$ cat config.mk
export PLATFORM = sky130hd
export DESIGN_NAME = lcdfb_ram
export DESIGN_NICKNAME = d
export VERILOG_FILES = /design/src/rtl/core/lcdfb_ram.sv
export SDC_FILE = /design/constraint.sdc
export NUM_CORES = 2
export LEC_CHECK = 0
export ABC_AREA = 0
export CORE_MARGIN = 2
export CORE_UTILIZATION = 25
export CTS_CLUSTER_SIZE = 8
export DETAILED_ROUTE_END_ITERATION = 10
export DONT_BUFFER_PORTS = 1
export SYNTH_ARGS = -nofsm -noshare
export SYNTH_HDL_FRONTEND = slang
export SYNTH_SLANG_ARGS = --single-unit
export TNS_END_PERCENT = 100
$ cat constraint.sdc
create_clock -name clk -period 5.1 [get_ports clk]
set_input_delay 1.53 -clock clk [delete_from_list [all_inputs] [get_ports clk]]
set_output_delay 1.53 -clock clk [all_outputs]
set_load 0.02 [all_outputs]
$ cat src/rtl/core/lcdfb_ram.sv
// Frame store: one write port, one registered read port
module lcdfb_ram #(
	parameter int DEPTH  = 504,
	parameter int ADDR_W = 9
) (
	input  logic              clk,
	input  logic              we,
	input  logic [ADDR_W-1:0] waddr,
	input  logic [7:0]        wdata,
	input  logic              re,
	input  logic [ADDR_W-1:0] raddr,
	output logic [7:0]        rdata
);

	logic [7:0] mem [DEPTH];

	always_ff @(posedge clk) begin
		if (we) begin
			mem[waddr] <= wdata;
		end
	end

	always_ff @(posedge clk) begin
		if (re) begin
			rdata <= mem[raddr];
		end
	end

endmodule

==> impl_metrics.sql <==
INSERT INTO impl_metrics (metric_group, metric, value, unit) VALUES
('timing', 'grt_setup_unrepaired', 'false', ''),
('floorplan', 'dieArea', '636000', 'um2'),
('flow_run', 'maxCapViolCount', '0', ''),
('floorplan', 'fp.coreArea', '627000', 'um2'),
('clock_network', 'clk-insertion-delay-late', '1.04', 'ns'),
('critical_path', 'timing_worst_setup_path_type', 'input pin to register', ''),
('critical_path', 'rr_endpoint', 'rdata[1]$_DFFE_PP_', ''),
('pwr', 'pwr_per_cell_area', '394', 'nW/um2'),
('pwr', 'sw_frac_of_total', '0.212', ''),
('timing', 'max-slew-margin-rel', '-0.361', ''),
('pwr', 'internal_power', '58.0', 'mW'),
('logic_synthesis', 'synth_enable_flop_cells', '4040', ''),
('timing', 'report.final.setup_viol', '0', ''),
('timing', 'fin_worst_skew', '0.0374', 'ns'),
('timing', 'fin_worst_hold_slack', '0.615', 'ns'),
('global_routing', 'grt_start_max_net_pins', '505', ''),
('route', 'routed_via_density', '4.81', ''),
('floorplan', 'dieWidth', '797', 'um'),
('hold_path', 'hold_path_end', 'mem[184][1]$_DFFE_PP_', ''),
('route', 'detailroute.via_count', '79900', ''),
('route', 'remaining_drc_errors', '0', ''),
('logic_synthesis', 'synthesis.nets', '7387', ''),
('pwr', 'power_dissipated_by_switching_net_loads', '15.6', 'mW'),
('hold_path', 'hold_start', 'wdata[1]', ''),
('logic_synthesis', 'synth_area_leaders', 'edfxtp_1 (77%), mux4_2 (13%), mux2i_1 (2.7%)', ''),
('cells_and_area', 'post_layout_cell_count', '16600', ''),
('global_routing', 'antenna_found_initial', '18', ''),
('logic_synthesis', 'async_flop_share', '0', ''),
('critical_path', 'worstPathMaxFanout', '90', ''),
('logic_synthesis', 'register_bit_count_reported_by_yosys', '4040', ''),
('critical_path', 'cp-start-kind', 'input pin', ''),
('timing', 'fmax', '198', 'MHz'),
('route', 'route.antenna.remaining_nets', '0', ''),
('logic_synthesis', 'syn_area', '157000', 'um2'),
('logic_synthesis', 'postSynthCellCount', '7358', ''),
('cells_and_area', 'layout_common_cells', 'edfxtp_1 (4040), mux4_2 (927), buf_4 (634)', ''),
('critical_path', 'worstPathArrival', '5.82', 'ns'),
('clock_network', 'clock_sinks', '4040', ''),
('global_routing', 'grt.total_usage', '0.134', ''),
('logic_synthesis', 'synth-main-ff-cell', 'edfxtp_1', ''),
('timing', 'finalMaxSlewViolations', '1028', ''),
('cells_and_area', 'layout-drive-gt1-share', '0.282', ''),
('floorplan', 'placement_rows', '291', ''),
('logic_synthesis', 'yosysUniqueCellTypes', '62', ''),
('timing', 'final_min_period_over_clock_period', '0.988', ''),
('clock_network', 'cts_made_buffers', '575', ''),
('route', 'initial_drc_count', '10600', ''),
('place', 'gp_routability_congestion', '0.790', ''),
('critical_path', 'critical_path_required', '5.88', 'ns'),
('logic_synthesis', 'yosysTopAreaCellShare', '0.771', ''),
('run_status', 'status', 'finished, violations left', ''),
('timing', 'worst_slew_pin_slew', '2.04', 'ns'),
('logic_synthesis', 'synth_warnings', '0', ''),
('place', 'sum_of_net_half_perimeters_after_detailed_placement', '243', 'mm'),
('pwr', 'clock_power_share', '0.457', ''),
('floorplan', 'floorplan.io_pins', '37', ''),
('global_routing', 'grt_pass1_vias', '80100', ''),
('clock_network', 'clkTransAtPathRegs', '0.05', 'ns'),
('pwr', 'total_leakage_power', '58.3', 'nW'),
('pwr', 'power_frac_comb', '0.044', ''),
('route', 'wl', '441', 'mm'),
('pwr', 'power_frac_seq', '0.499', ''),
('clock_network', 'cts.hold.buffers_added', '0', ''),
('place', 'portBuffers', '0', ''),
('critical_path', 'critPathCaptureType', 'register', ''),
('critical_path', 'worstReg2RegStart', 'mem[454][1]$_DFFE_PP_', ''),
('run_status', 'failed_checks', 'slew limit', ''),
('critical_path', 'reg2reg_setup_slack', '1.82', 'ns'),
('critical_path', 'timing.reg2reg.worst_path_depth', '8', ''),
('timing', 'final_hold_viol_count', '0', ''),
('timing', 'final_period_minus_worst_setup_slack', '5.04', 'ns');
worst max-delay path, stage by stage:
cell and delay (ns):
buf_16 0.47, buf_16 0.50, mux4_2 0.63, mux4_2 0.49, nor2_1 0.22, a31oi_1 0.16
buf_4 0.21, o21ai_0 0.43, a211oi_1 0.36, a211o_1 0.31
Yosys cell counts (all sizes together) (44+ instances only):
cell type / number
o21ai: 94
nor2: 581
o22ai: 109
nor3: 48
nand2: 128
buf: 266
mux2i: 428
mux4: 927
edfxtp: 4040
a22oi: 44
a21oi: 110
clkbuf: 191
o221ai: 144
what timing repair did:
item / 4_1_cts / 5_1_grt
resized for setup: 1 / 0
setup buffers: 0 / 0
gates cloned: 5 / 2
endpoints found under the setup margin: 8 / 3
kinds of logic after synthesis:
group           share of synthesized area
flops                               0.771
mux                                 0.161
simple gates                       0.0231
compound gates                     0.0266
buf+inv                            0.0183
power groups by stage:
stage          logic [mW]  clock network [mW]  registers [mW]
3_5_place_dp         2.96                   0            37.4
3_3_place_gp         2.96                   0            37.4
2_1_floorplan        1.83                   0            37.3
5_1_grt              3.37                35.4            36.7
4_1_cts              3.00                34.0            36.7
6_report             3.25                33.6            36.7
worst max path at each step:
| stage | start | endpoint | depth (start not counted) |
|---|---|---|---|
| final | raddr[0] | rdata[1]$_DFFE_PP_ | 10 |
| after global routing | raddr[0] | rdata[1]$_DFFE_PP_ | 10 |
| after CTS | raddr[0] | rdata[4]$_DFFE_PP_ | 12 |
| after detailed placement | raddr[0] | rdata[5]$_DFFE_PP_ | 10 |
| after global placement | raddr[0] | rdata[5]$_DFFE_PP_ | 10 |
| after floorplan | raddr[0] | rdata[0]$_DFFE_PP_ | 10 |
routing by layer:
metal | GRT usage | vias to the layer above | wire length, um
met3 | 0.0286 | 676 | 40200
met4 | 0.0404 | 2 | 13600
met2 | 0.216 | 3893 | 210000
met5 | 0 | - | 13
met1 | 0.181 | 43000 | 177000
li1 | - | 32400 | -
per-stage QoR:
stage,setup slack [ns],area [um2]
final,0.0615,187000
after global routing,0.121,187000
after CTS,0.122,187000
after detailed placement,-1.79,171000
after global placement,-1.81,171000
after floorplan,1.11,157000
final cells by class:
type / count / area (um2) / share of cell area
Antenna cell: 18 / 45.0 / 0.000241
Inverter: 6 / 37.5 / 0.000201
Clock buffer: 582 / 14500 / 0.0776
Clock inverter: 55 / 850 / 0.00455
Multi-Input combinational cell: 2855 / 33400 / 0.179
Tap cell: 8350 / 10400 / 0.0559
Timing Repair Buffer: 702 / 6350 / 0.0340
Sequential cell: 4040 / 121000 / 0.649
state kept, by name, summed over array words and instances, names as in the netlist:
| signal | flops |
|---|---|
| mem | 4032 |
| rdata | 8 |
Note: power is estimated with default switching activity, not from simulation.
